### src/rtl/core/keypad_matrix_debouncer_assert.svh
// ----------------------------------------------------------------------------
// Assertion macros for the keypad matrix debouncer
// Concurrent check helpers, clocked and disabled during reset.
// ----------------------------------------------------------------------------
`ifndef KEYPAD_MATRIX_DEBOUNCER_ASSERT_SVH
`define KEYPAD_MATRIX_DEBOUNCER_ASSERT_SVH

// Consequent must hold in the same cycle as the antecedent.
`define KMD_ASSERT_SAME(label, clk_s, rst_s, ante, cons, msg) \
    label: assert property (@(posedge clk_s) disable iff (!rst_s) (ante) |-> (cons)) \
        else $error(msg);

// Consequent must hold in the cycle after the antecedent.
`define KMD_ASSERT_NEXT(label, clk_s, rst_s, ante, cons, msg) \
    label: assert property (@(posedge clk_s) disable iff (!rst_s) (ante) |=> (cons)) \
        else $error(msg);

`endif

### src/rtl/core/kmd_pkg.sv
// ----------------------------------------------------------------------------
// kmd_pkg
// Shared types, codes and helpers of the keypad matrix debouncer.
// ----------------------------------------------------------------------------
package kmd_pkg;

    localparam int NUM_KEYS    = 9;
    localparam int NUM_COLUMNS = 3;

    localparam int CMD_W     = 2;
    localparam int KEY_W     = 4;
    localparam int ROW_W     = 3;
    localparam int COL_W     = 2;
    localparam int MS_W      = 16;
    localparam int TIME_W    = 32;
    localparam int CFG_IDX_W = 2;
    localparam int DIV_CNT_W = 5;

    localparam logic [KEY_W-1:0] LAST_KEY = KEY_W'(NUM_KEYS - 1);
    localparam logic [COL_W-1:0] LAST_COL = COL_W'(NUM_COLUMNS - 1);

    localparam logic [MS_W-1:0] DEBOUNCE_RESET = 16'd25;
    localparam logic [MS_W-1:0] PERIOD_RESET   = 16'd1;

    localparam logic [CFG_IDX_W-1:0] REG_DEBOUNCE_MS      = 2'd0;
    localparam logic [CFG_IDX_W-1:0] REG_COLUMN_PERIOD_MS = 2'd1;

    typedef enum logic [CMD_W-1:0] {
        CMD_TICK  = 2'd0,
        CMD_EDGE  = 2'd1,
        CMD_ACK   = 2'd2,
        CMD_QUERY = 2'd3
    } cmd_t;

    typedef enum logic [2:0] {
        ST_IDLE,
        ST_EXEC,
        ST_SCAN,
        ST_RESP,
        ST_REMAINDER
    } state_t;

    typedef struct packed {
        logic accept;
        logic cfg_write;
        logic exec;
        logic scan;
        logic respond;
        logic div_step;
    } ctl_cmd_t;

    typedef struct packed {
        logic needs_scan;
        logic scan_last;
        logic div_last;
        logic out_free;
        logic cfg_is_period;
    } ctl_status_t;

    // Row of key k when column col is driven: (k - col) / 3, zero if negative.
    function automatic logic [COL_W-1:0] row_of(input logic [KEY_W-1:0] k,
                                                input logic [COL_W-1:0] col);
        logic [KEY_W:0] diff;
        logic [COL_W-1:0] row;
        diff = {1'b0, k} - {{(KEY_W-COL_W+1){1'b0}}, col};
        if (diff[KEY_W])
        begin
            row = 2'd0;
        end
        else if (diff >= 5'd6)
        begin
            row = 2'd2;
        end
        else if (diff >= 5'd3)
        begin
            row = 2'd1;
        end
        else
        begin
            row = 2'd0;
        end
        return row;
    endfunction

endpackage

### src/rtl/core/kmd_item_if.sv
// ----------------------------------------------------------------------------
// kmd_item_if
// Input item channel: command, key, row levels and hold limit.
// ----------------------------------------------------------------------------
interface kmd_item_if;
    logic                          valid;
    logic                          ready;
    logic [kmd_pkg::CMD_W-1:0]     cmd;
    logic [kmd_pkg::KEY_W-1:0]     key_index;
    logic [kmd_pkg::ROW_W-1:0]     row_levels;
    logic [kmd_pkg::MS_W-1:0]      hold_limit_ms;

    modport source (output valid, cmd, key_index, row_levels, hold_limit_ms, input ready);
    modport sink   (input valid, cmd, key_index, row_levels, hold_limit_ms, output ready);
endinterface

### src/rtl/core/kmd_result_if.sv
// ----------------------------------------------------------------------------
// kmd_result_if
// Result channel: column drive and the addressed key's status.
// ----------------------------------------------------------------------------
interface kmd_result_if;
    logic                          valid;
    logic                          ready;
    logic [kmd_pkg::COL_W-1:0]     active_column;
    logic [kmd_pkg::ROW_W-1:0]     column_drive;
    logic                          is_pressed;
    logic                          new_press;
    logic                          is_held;
    logic                          any_debouncing;

    modport source (output valid, active_column, column_drive, is_pressed, new_press,
                    is_held, any_debouncing, input ready);
    modport sink   (input valid, active_column, column_drive, is_pressed, new_press,
                    is_held, any_debouncing, output ready);
endinterface

### src/rtl/core/kmd_cfg_if.sv
// ----------------------------------------------------------------------------
// kmd_cfg_if
// Configuration write channel: register index and write data.
// ----------------------------------------------------------------------------
interface kmd_cfg_if;
    logic                          valid;
    logic                          ready;
    logic [kmd_pkg::CFG_IDX_W-1:0] index;
    logic [kmd_pkg::MS_W-1:0]      data;

    modport source (output valid, index, data, input ready);
    modport sink   (input valid, index, data, output ready);
endinterface

### src/rtl/core/kmd_ctrl.sv
// ----------------------------------------------------------------------------
// kmd_ctrl
// Sequencer: accept, execute, key scan, respond, period remainder.
// ----------------------------------------------------------------------------
module kmd_ctrl
(
    input  logic                 clk,
    input  logic                 rst_n,
    input  logic                 item_valid,
    output logic                 item_ready,
    input  logic                 cfg_valid,
    output logic                 cfg_ready,
    input  kmd_pkg::ctl_status_t status,
    output kmd_pkg::ctl_cmd_t    cmd
);

    kmd_pkg::state_t state_reg;
    kmd_pkg::state_t state_next;

    always_ff @(posedge clk or negedge rst_n)
    begin
        if (!rst_n)
        begin
            state_reg <= kmd_pkg::ST_IDLE;
        end
        else
        begin
            state_reg <= state_next;
        end
    end

    always_comb
    begin
        state_next = state_reg;
        cmd        = '0;
        item_ready = 1'b0;
        cfg_ready  = 1'b0;
        unique case (state_reg)
            kmd_pkg::ST_IDLE:
            begin
                // configuration wins over items
                cfg_ready  = 1'b1;
                item_ready = !cfg_valid;
                if (cfg_valid)
                begin
                    cmd.cfg_write = 1'b1;
                    if (status.cfg_is_period)
                    begin
                        state_next = kmd_pkg::ST_REMAINDER;
                    end
                end
                else if (item_valid)
                begin
                    cmd.accept = 1'b1;
                    state_next = kmd_pkg::ST_EXEC;
                end
            end
            kmd_pkg::ST_EXEC:
            begin
                cmd.exec   = 1'b1;
                state_next = status.needs_scan ? kmd_pkg::ST_SCAN : kmd_pkg::ST_RESP;
            end
            kmd_pkg::ST_SCAN:
            begin
                cmd.scan = 1'b1;
                if (status.scan_last)
                begin
                    state_next = kmd_pkg::ST_RESP;
                end
            end
            kmd_pkg::ST_RESP:
            begin
                if (status.out_free)
                begin
                    cmd.respond = 1'b1;
                    state_next  = kmd_pkg::ST_IDLE;
                end
            end
            kmd_pkg::ST_REMAINDER:
            begin
                cmd.div_step = 1'b1;
                if (status.div_last)
                begin
                    state_next = kmd_pkg::ST_IDLE;
                end
            end
            default:
            begin
                state_next = kmd_pkg::ST_IDLE;
            end
        endcase
    end

endmodule

### src/rtl/core/kmd_datapath.sv
// ----------------------------------------------------------------------------
// kmd_datapath
// Key state, time base, column phase, remainder unit and result register.
// ----------------------------------------------------------------------------
module kmd_datapath
(
    input  logic                             clk,
    input  logic                             rst_n,
    input  kmd_pkg::ctl_cmd_t                cmd,
    output kmd_pkg::ctl_status_t             status,
    input  logic [kmd_pkg::CMD_W-1:0]        item_cmd,
    input  logic [kmd_pkg::KEY_W-1:0]        item_key,
    input  logic [kmd_pkg::ROW_W-1:0]        item_rows,
    input  logic [kmd_pkg::MS_W-1:0]         item_limit,
    input  logic [kmd_pkg::CFG_IDX_W-1:0]    cfg_index,
    input  logic [kmd_pkg::MS_W-1:0]         cfg_data,
    input  logic                             out_ready,
    output logic                             out_valid,
    output logic [kmd_pkg::COL_W-1:0]        out_column,
    output logic [kmd_pkg::ROW_W-1:0]        out_drive,
    output logic                             out_pressed,
    output logic                             out_new_press,
    output logic                             out_held,
    output logic                             out_debouncing
);

    localparam int NK = kmd_pkg::NUM_KEYS;
    localparam int TW = kmd_pkg::TIME_W;
    localparam int MW = kmd_pkg::MS_W;

    // configuration
    logic [MW-1:0] debounce_reg;
    logic [MW-1:0] period_reg;

    // latched item
    kmd_pkg::cmd_t                cmd_reg;
    logic [kmd_pkg::KEY_W-1:0]    key_reg;
    logic [kmd_pkg::ROW_W-1:0]    rows_reg;
    logic [MW-1:0]                limit_reg;

    // block state
    logic [TW-1:0]                time_reg;
    logic [MW-1:0]                phase_reg;
    logic                         active_reg;
    logic [kmd_pkg::COL_W-1:0]    col_reg;
    logic [NK-1:0]                busy_reg;
    logic [NK-1:0]                down_reg;
    logic [NK-1:0]                latch_reg;
    logic [TW-1:0]                deb_start_reg [NK];
    logic [TW-1:0]                hold_start_reg [NK];

    // sequencing
    logic [kmd_pkg::KEY_W-1:0]     scan_key_reg;
    logic [kmd_pkg::DIV_CNT_W-1:0] div_cnt_reg;
    logic [MW-1:0]                 rem_reg;
    logic [MW-1:0]                 rem_next;

    // result register
    logic                          out_valid_reg;

    logic [MW-1:0]                 pmod;
    logic [MW:0]                   phase_inc;
    logic [MW-1:0]                 phase_next;
    logic [MW:0]                   rem_shift;
    logic                          any_busy;
    logic                          key_ok;
    logic [kmd_pkg::COL_W-1:0]     col_next;
    logic                          scan_due;
    logic                          scan_pressed;
    logic [TW-1:0]                 held_span;
    logic                          key_down_sel;

    assign pmod      = (period_reg == '0) ? MW'(1) : period_reg;
    assign any_busy  = |busy_reg;
    assign key_ok    = (key_reg <= kmd_pkg::LAST_KEY);
    assign col_next  = (col_reg == kmd_pkg::LAST_COL) ? '0 : col_reg + 1'b1;

    // the time base wrapping to zero lands on a multiple of every period
    assign phase_inc  = {1'b0, phase_reg} + 1'b1;
    assign phase_next = ((phase_inc == {1'b0, pmod}) || (time_reg == '1)) ? '0
                                                                          : phase_inc[MW-1:0];

    // restoring remainder step: shift in one bit of the time, subtract if it fits
    assign rem_shift = {rem_reg, time_reg[div_cnt_reg]};
    assign rem_next  = (rem_shift >= {1'b0, pmod}) ? MW'(rem_shift - {1'b0, pmod})
                                                   : rem_shift[MW-1:0];

    assign scan_due = busy_reg[scan_key_reg] &&
                      ((time_reg - deb_start_reg[scan_key_reg]) >= {{(TW-MW){1'b0}}, debounce_reg});
    assign scan_pressed = !rows_reg[kmd_pkg::row_of(scan_key_reg, col_reg)];

    assign key_down_sel = key_ok ? down_reg[key_reg] : 1'b0;
    assign held_span    = key_ok ? (time_reg - hold_start_reg[key_reg]) : '0;

    assign status.needs_scan    = (cmd_reg == kmd_pkg::CMD_TICK) && active_reg;
    assign status.scan_last     = (scan_key_reg == kmd_pkg::LAST_KEY);
    assign status.div_last      = (div_cnt_reg == '0);
    assign status.out_free      = !out_valid_reg || out_ready;
    assign status.cfg_is_period = (cfg_index == kmd_pkg::REG_COLUMN_PERIOD_MS);

    assign out_valid = out_valid_reg;

    always_ff @(posedge clk)
    begin
        if (cmd.accept)
        begin
            cmd_reg   <= kmd_pkg::cmd_t'(item_cmd);
            key_reg   <= item_key;
            rows_reg  <= item_rows;
            limit_reg <= item_limit;
        end
        if (cmd.cfg_write)
        begin
            rem_reg     <= '0;
            div_cnt_reg <= kmd_pkg::DIV_CNT_W'(TW - 1);
        end
        else if (cmd.div_step)
        begin
            rem_reg     <= rem_next;
            div_cnt_reg <= div_cnt_reg - 1'b1;
        end
        if (cmd.exec)
        begin
            scan_key_reg <= '0;
        end
        else if (cmd.scan)
        begin
            scan_key_reg <= scan_key_reg + 1'b1;
        end
        if (cmd.exec && cmd_reg == kmd_pkg::CMD_EDGE && key_ok)
        begin
            deb_start_reg[key_reg] <= time_reg;
        end
        if (cmd.respond)
        begin
            out_column     <= col_reg;
            out_drive      <= ~(kmd_pkg::ROW_W'(1) << col_reg);
            out_pressed    <= key_down_sel;
            out_new_press  <= key_ok ? latch_reg[key_reg] : 1'b0;
            out_held       <= key_down_sel && (held_span >= {{(TW-MW){1'b0}}, limit_reg});
            out_debouncing <= any_busy;
        end
    end

    always_ff @(posedge clk or negedge rst_n)
    begin
        if (!rst_n)
        begin
            debounce_reg  <= kmd_pkg::DEBOUNCE_RESET;
            period_reg    <= kmd_pkg::PERIOD_RESET;
            time_reg      <= '0;
            phase_reg     <= '0;
            active_reg    <= 1'b0;
            col_reg       <= '0;
            busy_reg      <= '0;
            down_reg      <= '0;
            latch_reg     <= '0;
            out_valid_reg <= 1'b0;
            for (int k = 0; k < NK; k++)
            begin
                hold_start_reg[k] <= '0;
            end
        end
        else
        begin
            if (cmd.cfg_write)
            begin
                case (cfg_index)
                    kmd_pkg::REG_DEBOUNCE_MS:      debounce_reg <= cfg_data;
                    kmd_pkg::REG_COLUMN_PERIOD_MS: period_reg   <= cfg_data;
                    default:                       ;
                endcase
            end
            if (cmd.div_step && status.div_last)
            begin
                phase_reg <= rem_next;
            end
            if (cmd.exec)
            begin
                case (cmd_reg)
                    kmd_pkg::CMD_TICK:
                    begin
                        time_reg   <= time_reg + 1'b1;
                        phase_reg  <= phase_next;
                        active_reg <= any_busy;
                        if (!active_reg && !any_busy && phase_next == '0)
                        begin
                            col_reg <= col_next;
                        end
                    end
                    kmd_pkg::CMD_EDGE:
                    begin
                        if (key_ok)
                        begin
                            busy_reg[key_reg] <= 1'b1;
                        end
                    end
                    kmd_pkg::CMD_ACK:
                    begin
                        if (key_ok)
                        begin
                            latch_reg[key_reg] <= 1'b0;
                        end
                    end
                    default:
                    begin
                    end
                endcase
            end
            if (cmd.scan && scan_due)
            begin
                busy_reg[scan_key_reg] <= 1'b0;
                if (scan_pressed != down_reg[scan_key_reg])
                begin
                    down_reg[scan_key_reg] <= scan_pressed;
                    if (scan_pressed)
                    begin
                        latch_reg[scan_key_reg]      <= 1'b1;
                        hold_start_reg[scan_key_reg] <= time_reg;
                    end
                end
            end
            if (cmd.respond)
            begin
                out_valid_reg <= 1'b1;
            end
            else if (out_ready)
            begin
                out_valid_reg <= 1'b0;
            end
        end
    end

endmodule

### src/rtl/core/keypad_matrix_debouncer.sv
// ----------------------------------------------------------------------------
// keypad_matrix_debouncer
// Debouncer and column scanner for a 3x3 active-low key matrix.
// ----------------------------------------------------------------------------
// Usage:
//   item   : one beat per command (tick, edge event, acknowledge, query).
//            Ticks carry the row pin levels sampled once per millisecond.
//   result : exactly one beat per item, showing the column drive and the
//            addressed key's status after the item has taken effect.
//   cfg    : register writes (0 debounce_ms, 1 column_period_ms); other
//            indexes are acknowledged and dropped. Write only while idle.
// Sequence:
//   A tick in the active state is accepted, executed, then scanned one key
//   per cycle through the shared elapsed-time comparator over all nine keys,
//   then given its result. Every other item is accepted, executed and given
//   its result. A column_period_ms write holds both ready lines low while a
//   bit-serial remainder rebuilds the column phase from the current time.
// Reset: time, column, key states, latches and hold starts clear; registers
//   return to debounce 25 ms and column period 1 ms.
// Stall: the result register holds its beat while the receiver stalls; the
//   next item is still accepted and waits in its result cycle.
// ----------------------------------------------------------------------------
`include "keypad_matrix_debouncer_assert.svh"

module keypad_matrix_debouncer
(
    input  logic          clk,
    input  logic          rst_n,
    kmd_item_if.sink      item,
    kmd_result_if.source  result,
    kmd_cfg_if.sink       cfg
);

    kmd_pkg::ctl_cmd_t    ctl_cmd;
    kmd_pkg::ctl_status_t ctl_status;

    // Sequencer: owns both ready lines and steps the datapath.
    kmd_ctrl u_ctrl
    (
        .clk        (clk),
        .rst_n      (rst_n),
        .item_valid (item.valid),
        .item_ready (item.ready),
        .cfg_valid  (cfg.valid),
        .cfg_ready  (cfg.ready),
        .status     (ctl_status),
        .cmd        (ctl_cmd)
    );

    // Datapath: key state, time base and the result register.
    kmd_datapath u_datapath
    (
        .clk            (clk),
        .rst_n          (rst_n),
        .cmd            (ctl_cmd),
        .status         (ctl_status),
        .item_cmd       (item.cmd),
        .item_key       (item.key_index),
        .item_rows      (item.row_levels),
        .item_limit     (item.hold_limit_ms),
        .cfg_index      (cfg.index),
        .cfg_data       (cfg.data),
        .out_ready      (result.ready),
        .out_valid      (result.valid),
        .out_column     (result.active_column),
        .out_drive      (result.column_drive),
        .out_pressed    (result.is_pressed),
        .out_new_press  (result.new_press),
        .out_held       (result.is_held),
        .out_debouncing (result.any_debouncing)
    );

    // One item in flight: the block goes busy right after an accepted beat.
    `KMD_ASSERT_NEXT(a_busy_after_item, clk, rst_n, item.valid && item.ready, !item.ready,
        "item accepted while previous item still in work")

    // A period write starts the remainder pass and blocks items.
    `KMD_ASSERT_NEXT(a_busy_after_period, clk, rst_n,
        cfg.valid && cfg.ready && cfg.index == kmd_pkg::REG_COLUMN_PERIOD_MS,
        !item.ready && !cfg.ready, "period write did not start remainder pass")

    // Exactly one column driven low, and it matches the reported column.
    `KMD_ASSERT_SAME(a_one_column, clk, rst_n, result.valid,
        $countones(result.column_drive) == 2 && !result.column_drive[result.active_column],
        "column drive does not match active column")

    // A held key must also be reported as pressed.
    `KMD_ASSERT_SAME(a_held_pressed, clk, rst_n, result.valid && result.is_held,
        result.is_pressed, "held key reported as released")

endmodule

### src/flat_wrapper.sv
// flat-port wrapper written by rule: the top's interface ports become plain ports
module keypad_matrix_debouncer_flat 
  (clk, rst_n, item_valid, item_cmd, item_key_index, item_row_levels, item_hold_limit_ms, item_ready, result_valid, result_active_column, result_column_drive, result_is_pressed, result_new_press, result_is_held, result_any_debouncing, result_ready, cfg_valid, cfg_index, cfg_data, cfg_ready);
  kmd_item_if item_i ();
  kmd_result_if result_i ();
  kmd_cfg_if cfg_i ();
  input  logic clk;
  input  logic rst_n;
  input wire logic [$bits(item_i.valid)-1:0] item_valid;
  input wire logic [$bits(item_i.cmd)-1:0] item_cmd;
  input wire logic [$bits(item_i.key_index)-1:0] item_key_index;
  input wire logic [$bits(item_i.row_levels)-1:0] item_row_levels;
  input wire logic [$bits(item_i.hold_limit_ms)-1:0] item_hold_limit_ms;
  output wire logic [$bits(item_i.ready)-1:0] item_ready;
  output wire logic [$bits(result_i.valid)-1:0] result_valid;
  output wire logic [$bits(result_i.active_column)-1:0] result_active_column;
  output wire logic [$bits(result_i.column_drive)-1:0] result_column_drive;
  output wire logic [$bits(result_i.is_pressed)-1:0] result_is_pressed;
  output wire logic [$bits(result_i.new_press)-1:0] result_new_press;
  output wire logic [$bits(result_i.is_held)-1:0] result_is_held;
  output wire logic [$bits(result_i.any_debouncing)-1:0] result_any_debouncing;
  input wire logic [$bits(result_i.ready)-1:0] result_ready;
  input wire logic [$bits(cfg_i.valid)-1:0] cfg_valid;
  input wire logic [$bits(cfg_i.index)-1:0] cfg_index;
  input wire logic [$bits(cfg_i.data)-1:0] cfg_data;
  output wire logic [$bits(cfg_i.ready)-1:0] cfg_ready;
  assign item_i.valid = item_valid;
  assign item_i.cmd = item_cmd;
  assign item_i.key_index = item_key_index;
  assign item_i.row_levels = item_row_levels;
  assign item_i.hold_limit_ms = item_hold_limit_ms;
  assign item_ready = item_i.ready;
  assign result_valid = result_i.valid;
  assign result_active_column = result_i.active_column;
  assign result_column_drive = result_i.column_drive;
  assign result_is_pressed = result_i.is_pressed;
  assign result_new_press = result_i.new_press;
  assign result_is_held = result_i.is_held;
  assign result_any_debouncing = result_i.any_debouncing;
  assign result_i.ready = result_ready;
  assign cfg_i.valid = cfg_valid;
  assign cfg_i.index = cfg_index;
  assign cfg_i.data = cfg_data;
  assign cfg_ready = cfg_i.ready;
  keypad_matrix_debouncer u_core (.clk(clk), .rst_n(rst_n), .item(item_i), .result(result_i), .cfg(cfg_i));
endmodule
### config.mk
export PLATFORM = sky130hd
export DESIGN_NAME = keypad_matrix_debouncer_flat
export DESIGN_NICKNAME = d
export VERILOG_FILES = /design/src/rtl/core/kmd_pkg.sv /design/src/rtl/core/kmd_item_if.sv /design/src/rtl/core/kmd_result_if.sv /design/src/rtl/core/kmd_cfg_if.sv /design/src/rtl/core/kmd_ctrl.sv /design/src/rtl/core/kmd_datapath.sv /design/src/rtl/core/keypad_matrix_debouncer.sv /design/src/flat_wrapper.sv
export VERILOG_INCLUDE_DIRS = /design/src /design/src/rtl/core
export SDC_FILE = /design/constraint.sdc
export NUM_CORES = 1
export LEC_CHECK = 0
export BUFFER_PORTS_ARGS = -buffer_cell sky130_fd_sc_hd__clkbuf_2
export CAP_MARGIN = 25
export CORE_UTILIZATION = 45
export CTS_CLUSTER_SIZE = 20
export DETAILED_ROUTE_END_ITERATION = 8
export PLACE_DENSITY = 0.57
export SLEW_MARGIN = 5
export SYNTH_ARGS = -nofsm -noshare
export SYNTH_HDL_FRONTEND = slang
export SYNTH_SLANG_ARGS = --single-unit
### constraint.sdc
create_clock -name clk -period 7.5 [get_ports clk]
set_input_delay 0.75 -clock clk [delete_from_list [all_inputs] [get_ports clk]]
set_output_delay 0.75 -clock clk [all_outputs]
set_load 0.01 [all_outputs]
==> flow_metrics.env <==
export IMPL_outcome="complete, no violations"
export IMPL_rsz0062_at_grt="no"
export IMPL_rrSetupSlack_ns=0.80
export IMPL_dieArea_mm2=0.08459
export IMPL_drt_iter0_drc=1501
export IMPL_fin_skew_ns=0.02987
export IMPL_yosysMostFrequentCell="dfrtp_1"
export IMPL_post_cts_setup_buffers=0
export IMPL_r2r_end="u_core.u_datapath.hold_start_reg[284]$_DFFE_PN0P_"
export IMPL_clk_latency_ns=0.64
export IMPL_wl_per_cell_um=23.51
export IMPL_antenna_found_initial=3
export IMPL_startpoint_type="register"
export IMPL_num_rows=105
export IMPL_tns_ns=0
export IMPL_finalMaxSlewViolations=0
export IMPL_cp_max_fo=28
export IMPL_dr_pass1_iters=6
export IMPL_avgSynthCellArea_um2=13.06
export IMPL_cts_buffers=81
export IMPL_placed_cells=3912
export IMPL_viasPerCell=5.887
export IMPL_ios=60
export IMPL_nNetsFinal=3099
export IMPL_vdd_ir_drop_worst_mv=0.2035
export IMPL_fmax_mhz=149.2
export IMPL_die_h_um=290.8
export IMPL_ys_seq_area_share_pct=54.11
export IMPL_cts_sinks=753
export IMPL_fin_crit_ns=6.704
export IMPL_track_usage_pct=22.77
export IMPL_slew_limit_headroom_pct=34.42
export IMPL_arrival_ns=7.20
export IMPL_synth_flop_cell="dfrtp_1"
export IMPL_grt_overflow_total=0
export IMPL_area_growth_pct=11.49
export IMPL_use_met1_pct=30.88
export IMPL_hold_path_class="input pin to async pin"
export IMPL_synthCells=2875
export IMPL_critPathKind="register to register"
export IMPL_cts_tree="built"
export IMPL_grt_first_pass_wirelength_um=148500
export IMPL_leakagePower_nw=18.42
export IMPL_grtUsageMet2_pct=38.07
export IMPL_vias=23912
export IMPL_synth_top_area_share_pct=26.53
export IMPL_root_buffer="clkbuf_16"
export IMPL_async_flop_share_pct=53.39
export IMPL_fin_cells=4062
export IMPL_cts_buffer_depth=3
export IMPL_detail_route_antenna_nets=0
export IMPL_drive_above_1_share_pct=17.18
export IMPL_ys_warn_count=0
export IMPL_die_w_um=290.8
export IMPL_yosysTopAreaCell="dfrtp_1"
export IMPL_maxCapViolCount=0
export IMPL_busiest_layer="met2"
export IMPL_synth_cell_types=87
export IMPL_htreeDepth=3
export IMPL_syn_nets=3048
export IMPL_pwr_density_cell_mw_per_mm2=277.9
export IMPL_cts_repair_resized=0
export IMPL_critPathMaxStageDelay_ns=0.62
export IMPL_path_common_cell="a21oi_1"
export IMPL_io_buffers=59
export IMPL_design_core_area_mm2=0.08237
export IMPL_grt_max_degree=156
export IMPL_cp_slowest_cell="dfxtp_4"
export IMPL_synth_common_cells="dfrtp_1, edfxtp_1, mux2_1, nor2_1, a21oi_1"
export IMPL_hpwl_um=62410
export IMPL_finalSetupViolCount=0
export IMPL_synth_area_leaders="dfrtp_1, edfxtp_1, mux4_2, mux2_1, ha_1"
export IMPL_synth_edf_count=322
export IMPL_cts_hold_buf=0
export IMPL_final_hold_violation_count=0
export IMPL_clkSlewWorstSetupHoldPaths_ns=0.06
export IMPL_grt_pass1_vias=24840
export IMPL_antenna_cells=0
export IMPL_drc=0
export IMPL_start_util_pct=45.58
export IMPL_end_kind="register"
export IMPL_wirelength_um=95520
export IMPL_ys_ff_latch=753
export IMPL_finalCritPeriodShare_pct=89.39
export IMPL_syn_area_mm2=0.03754
export IMPL_reg2reg_depth=25
export IMPL_gp_congestion=0.9334
export IMPL_worstMarginPinSlew_ns=0.9837
export IMPL_use_met3_pct=2.608
export IMPL_worstPathRequired_ns=8.00
[cell families (layout without fill, tap and decap cells)]
family                     count (synthesis)  in the layout  share of synthesized area [%]
xor gates and xnor gates                 111            111                          2.663
buffers and inverters                    271            388                          3.323
AOI/OAI and AO/OA                        501            501                          8.342
DFF                                      753            753                          54.11
muxes                                    507            507                          19.38
adders and majority gates                125            125                          4.246
and+or+nand+nor                          607            607                          7.935
[layer usage]
| layer | part of all wire, % | vias to the layer above |
|---|---|---|
| met5 | 0 | - |
| met4 | 3.1 | 0 |
| met3 | 3.8 | 166 |
| met2 | 49 | 556 |
| met1 | 44 | 12338 |
| li1 | - | 10852 |
[critical path, delay by kind of cell (launching register included)]
family                   cells  cell delay [ns]
flip-flops                   1             0.62
multiplexers                 3             1.04
AO/OA/AOI/OAI               10             2.54
XOR/XNOR                     1             0.15
adder cells (fa/ha/maj)      2             0.64
buffers and inverters        2             0.52
AND/OR/NAND/NOR              7             1.00
[through the flow]
step	cell area (um2)	hold slack, ns	power [mW]	util, %	worst slack [ns]
6_report	41860	0.1443	11.63	50.81	0.7958
3_3_place_gp	39170	0.4450	7.556	47.55	0.8806
3_5_place_dp	39170	0.4578	7.630	47.55	0.8107
5_1_grt	41860	0.2190	12.18	50.81	0.2911
4_1_cts	41850	0.1958	11.72	50.81	0.7923
2_1_floorplan	37540	0.4344	6.792	-	1.285
[cells in the final DEF (no fill, tap or decap), types with 102 or more instances in the layout]
cell type	Yosys	final
mux4_2	145	145
a21oi_1	167	167
mux2_1	253	253
nand2_1	156	156
inv_1	102	102
dfrtp_1	398	398
ha_1	121	121
edfxtp_1	322	322
nor2_1	204	195
o21ai_0	121	121
[cell type report]
| class | count | area, um2 |
|---|---|---|
| tap | 1070 | 1339 |
| clock inverter | 38 | 462.9 |
| sequential | 753 | 20320 |
| inverter | 103 | 386.6 |
| multi-input combinational | 1851 | 16080 |
| fill | 6977 | 40520 |
| clock buffer | 111 | 2221 |
| timing repair buffer | 136 | 1044 |
[worst max-delay path by stage]
stage | start | to | depth (start not counted) | slack, ns
floorplan | register | u_core.u_datapath.hold_start_reg[42]$_DFFE_PN0P_ | 29 | 1.28
global placement | register | u_core.u_datapath.hold_start_reg[277]$_DFFE_PN0P_ | 24 | 0.88
detailed placement | register | u_core.u_datapath.hold_start_reg[150]$_DFFE_PN0P_ | 26 | 0.81
CTS | register | u_core.u_datapath.hold_start_reg[150]$_DFFE_PN0P_ | 26 | 0.79
global route | register | u_core.u_datapath.hold_start_reg[283]$_DFFE_PN0P_ | 26 | 0.29
finish | register | u_core.u_datapath.hold_start_reg[284]$_DFFE_PN0P_ | 25 | 0.80
[where the power goes]
group / switching (mW) / internal [mW] / total [mW]
clock network: 1.67 / 2.40 / 4.07
registers: 0.302 / 4.53 / 4.83
logic: 1.61 / 1.11 / 2.73
total: 3.59 / 8.04 / 11.6
No activity file was read; power rests on OpenSTA's default activity.
